$ cat config.mk
export PLATFORM = sky130hd
export DESIGN_NAME = kss_cell
export DESIGN_NICKNAME = d
export VERILOG_FILES = /design/src/kss_pkg.sv /design/src/kss_cell.sv
export SDC_FILE = /design/constraint.sdc
export NUM_CORES = 1
export LEC_CHECK = 0
export ABC_CLOCK_PERIOD_IN_PS = 6500
export BUFFER_PORTS_ARGS = -buffer_cell sky130_fd_sc_hd__clkbuf_2
export CAP_MARGIN = 30
export CORE_MARGIN = 4
export CORE_UTILIZATION = 47
export DETAILED_ROUTE_END_ITERATION = 8
export PLACE_DENSITY_LB_ADDON = 0.3
export SYNTH_ARGS = -nofsm -noshare
export SYNTH_HDL_FRONTEND = slang
export SYNTH_SLANG_ARGS = --single-unit
$ cat constraint.sdc
create_clock -name clk -period 6.5 [get_ports clk]
set_input_delay 0 -clock clk [delete_from_list [all_inputs] [get_ports clk]]
set_output_delay 0 -clock clk [all_outputs]
set_load 0.05 [all_outputs]
$ cat src/kss_pkg.sv
// kss_pkg: shared types and codes for the rank-selection block.
// No dependencies; imported by the top level.
package kss_pkg;

	typedef enum logic [1:0] {
		ERR_OK   = 2'd0,
		ERR_RANK = 2'd1,
		ERR_DROP = 2'd2
	} err_t;

	localparam int SAMPLE_W = 32;
	localparam int RANK_W   = 10;

endpackage

$ cat src/kss_cell.sv
// kss_cell: one compare cell of the selection chain.
// Holds one candidate and counts the streamed elements that precede it.
// Depends on kss_pkg.
module kss_cell #(
	parameter int CW = 11
) (
	input  logic                                 clk,
	input  logic                                 arst_n,
	input  logic                                 shift_en,
	input  logic signed [kss_pkg::SAMPLE_W-1:0]  cand_val_in,
	input  logic [CW-1:0]                        cand_idx_in,
	input  logic                                 cand_ok_in,
	output logic signed [kss_pkg::SAMPLE_W-1:0]  cand_val,
	output logic [CW-1:0]                        cand_idx,
	output logic                                 cand_ok,
	input  logic                                 str_valid_in,
	input  logic signed [kss_pkg::SAMPLE_W-1:0]  str_val_in,
	input  logic [CW-1:0]                        str_idx_in,
	output logic                                 str_valid,
	output logic signed [kss_pkg::SAMPLE_W-1:0]  str_val,
	output logic [CW-1:0]                        str_idx,
	input  logic [kss_pkg::RANK_W-1:0]           rank,
	output logic                                 hit
);
	import kss_pkg::*;

	localparam int CMPW = (CW > RANK_W) ? CW : RANK_W;

	logic signed [SAMPLE_W-1:0] cand_val_q;
	logic [CW-1:0]              cand_idx_q;
	logic                       cand_ok_q;
	logic [CW-1:0]              count_q;
	logic                       str_valid_q;
	logic signed [SAMPLE_W-1:0] str_val_q;
	logic [CW-1:0]              str_idx_q;
	logic                       precedes;

	// value order, equal values by load order
	assign precedes = (str_val_in < cand_val_q) ||
		((str_val_in == cand_val_q) && (str_idx_in < cand_idx_q));

	always_ff @(posedge clk or negedge arst_n) begin
		if (!arst_n) begin
			cand_ok_q   <= 1'b0;
			count_q     <= '0;
			str_valid_q <= 1'b0;
		end else begin
			str_valid_q <= str_valid_in;
			if (shift_en) begin
				cand_ok_q <= cand_ok_in;
				count_q   <= '0;
			end else if (str_valid_in && precedes) begin
				count_q <= count_q + CW'(1);
			end
		end
	end

	always_ff @(posedge clk) begin
		str_val_q <= str_val_in;
		str_idx_q <= str_idx_in;
		if (shift_en) begin
			cand_val_q <= cand_val_in;
			cand_idx_q <= cand_idx_in;
		end
	end

	assign cand_val  = cand_val_q;
	assign cand_idx  = cand_idx_q;
	assign cand_ok   = cand_ok_q;
	assign str_valid = str_valid_q;
	assign str_val   = str_val_q;
	assign str_idx   = str_idx_q;
	assign hit       = cand_ok_q && (CMPW'(count_q) == CMPW'(rank));

endmodule

==> results.py <==
metrics = {
    "finish": {
        "syn2layout_area_growth_pct": 54.4,
        "antenna_cells": 0,
        "nFillCells": 549,
        "finalNonFillerCells": 715,
        "nNetsFinal": 749,
        "drive_gt1_share_pct": 34.9,
    },
    "setup_path": {
        "critical_path_class": "reg2reg",
        "critPathLaunch": "cand_val[11]",
        "end_kind": "register",
        "r2r-end": "count_q[9]",
        "crit_fanout": 10,
        "crit_arrival_ps": 2920,
        "worst-endpoint-required_ps": 6740,
        "rr_startpoint": "cand_val[11]",
        "endpoint": "count_q[9]",
        "r2r_cells": 10,
        "rrSetupSlack_ps": 3820,
        "start_kind": "register",
    },
    "power": {
        "leakagePower_nw": 3.07,
        "power_mw": 1.48,
        "power.density_nw_per_um2": 238,
        "irDropWorstVdd_mv": 0.127,
    },
    "synthesis": {
        "synth_area_leaders": "edfxtp_1 32%, dfxtp_1 21%, ha_1 13%",
        "yosysTopAreaCell": "edfxtp_1",
        "synth_top_area_share_pct": 32.1,
        "ys_warn_count": 0,
        "postSynth.asyncResetShare_pct": 13.1,
        "synth-compound-area-share_pct": 7.40,
        "synth_area_um2": 4030,
        "synth_cell_type_count": 41,
        "synth-xor-area-share_pct": 3.26,
        "syn_nets": 461,
        "synth_adder_area_share_pct": 13.4,
        "synthMuxAreaShare_pct": 1.09,
        "synth-seq-area-share_pct": 61.5,
        "synth_top_family_by_area": "adder cells",
        "synthFlopType": "edfxtp_1",
        "syn_avg_cell_area_um2": 12.7,
        "ys_seq_elements": 99,
        "synthSimpleGateAreaFrac_pct": 8.79,
        "synth_edf_count": 43,
        "syn_inst": 317,
    },
    "global_route": {
        "antenna_found_initial": 0,
        "grt_pass1_wl_mm": 17.5,
        "overflow": 0,
        "grt_start_max_net_pins": 59,
        "grt.total_usage_pct": 22.4,
        "first_global_vias": 3690,
    },
    "cts": {
        "cts_buffers": 9,
        "cts_htree_levels": 3,
        "cts.repair.resized": 0,
        "insertion_delay_ps": 360,
        "cts_root_buf": "clkbuf_8",
        "cts_num_sinks": 99,
        "clk_pin_slew_ps": 100,
        "clockBufferDepth": 2,
        "cts_tree": "done",
    },
    "place": {
        "place.gp.congestion": 0.797,
        "place_hpwl_mm": 7.89,
        "dp_cells": 610,
        "io_buffers": 189,
        "pre_cts_slack_ps": 3850,
    },
    "floorplanning": {
        "initial_core_util_pct": 48.8,
        "die-width_um": 101,
        "rows": 33,
        "pin_count": 190,
        "dieArea_um2": 10100,
        "fp.dieH_um": 101,
        "coreArea_um2": 8260,
    },
    "sta": {
        "finalCriticalPeriod_ps": 2680,
        "hold_slack_ps": 81.5,
        "fmax_mhz": 373,
        "period_share_pct": 41.2,
        "worstMarginPinSlew_ps": 712,
        "rsz0062_at_grt": "false",
        "finalClockSkew_ps": 12.8,
        "setup_viol_count_final": 0,
        "fin_ws_ps": 3820,
        "hold_violations": 0,
        "max_slew_margin_pct": 52.5,
        "slew_violations": 0,
        "setup_tns_ps": 0,
    },
    "route": {
        "drt_iter0_drc": 103,
        "first_pass_iters": 4,
        "viasPerCell": 4.82,
        "drcViolationCount": 0,
        "routed_wirelength_mm": 11.2,
        "drtAntennaViolNets": 0,
        "wl_per_cell_um": 15.7,
        "num_vias": 3449,
    },
    "min_path": {
        "timing.hold.worst.class": "in2async",
    },
    "job": {
        "cap_violations": 0,
    },
    "outcome": {
        "outcome": "complete, no violations",
    },
}
==> registers in the layout, indices dropped and copies added (netlist names) <==
register,count
cand_val,32
str_val,32
cand_idx,11
count_q,11
str_idx,11
cand_ok,1
str_valid,1
==> where the power goes <==
| group | switching, mW | total [mW] | internal, mW |
|---|---|---|---|
| clock network | 0.209 | 0.423 | 0.214 |
| registers | 0.0184 | 0.709 | 0.691 |
| logic | 0.228 | 0.347 | 0.120 |
==> kinds of logic after synthesis <==
kind of cell    after synthesis
compound gates               43
simple gates                 64
buf+inv                      49
flops                        99
mux                           4
fa+ha+maj                    43
xor+xnor                     15
==> through the flow <==
stage	area [um^2]	utilization, %
after floorplan	4030	-
after global placement	5100	61.8
after detailed placement	5100	61.8
after CTS	6220	75.3
after global routing	6220	75.3
final	6220	75.3
==> synth_stat cells, drive strengths merged, types with 7 or more instances <==
master,instances
xnor2,7
edfxtp,43
nand2,12
o21ai,7
a21oi,21
nand4,11
xor2,8
dfrtp,13
nor2,13
dfxtp,43
ha,43
nand3,7
inv,47
==> per-layer routing <==
metal / track usage (%) / up-vias / routed length, um
met3: 4.71 / 20 / 684
li1: - / 1696 / -
met5: 0 / - / 0
met4: 8.19 / 0 / 206
met1: 23.6 / 1609 / 4170
met2: 43.5 / 124 / 6160
==> how the worst min path moves through the flow <==
| stage | to | depth (start not counted) |
|---|---|---|
| after floorplan | cand_ok | 0 |
| final | cand_ok | 2 |
| after global routing | count_q[2] | 2 |
| after CTS | cand_ok | 2 |
| after detailed placement | cand_ok | 1 |
| after global placement | cand_ok | 1 |
==> final cells by class <==
class	count	area (um^2)	share of cell area (%)
sequential	99	2480	39.9
timing repair buffer	279	1840	29.7
multi-input combinational	169	1370	22.0
inverter	47	176	2.84
clock buffer	12	166	2.68
tap	105	131	2.11
clock inverter	4	55.1	0.886
==> placed cells by master, fill, tap and decap left out, types with 10 or more instances in the layout <==
| master | n |
|---|---|
| dfxtp_1 | 43 |
| inv_1 | 47 |
| nand4_1 | 11 |
| a21oi_1 | 21 |
| ha_1 | 43 |
| dfrtp_1 | 13 |
| nand2_1 | 11 |
| dlygate4sd3_1 | 89 |
| nor2_1 | 13 |
| edfxtp_1 | 43 |
| clkbuf_8 | 10 |
| clkbuf_2 | 189 |
==> worst max-delay path: stages, from the launching register on <==
cell	delay (ps)
edfxtp_1	360
inv_1	60
ha_1	320
a21oi_1	160
o21ai_1	80
a221oi_1	300
nor2_1	90
a2111o_2	480
nand2_2	220
nand4_1	140
mux2_1	340
==> repair_timing <==
item                                    4_1_cts  5_1_grt
endpoints found under the setup margin        0        0
endpoints found under the hold margin       101        0
setup buffers                                 0        0
hold buffers                                 89        0
No activity file was read; power rests on OpenSTA's default activity.
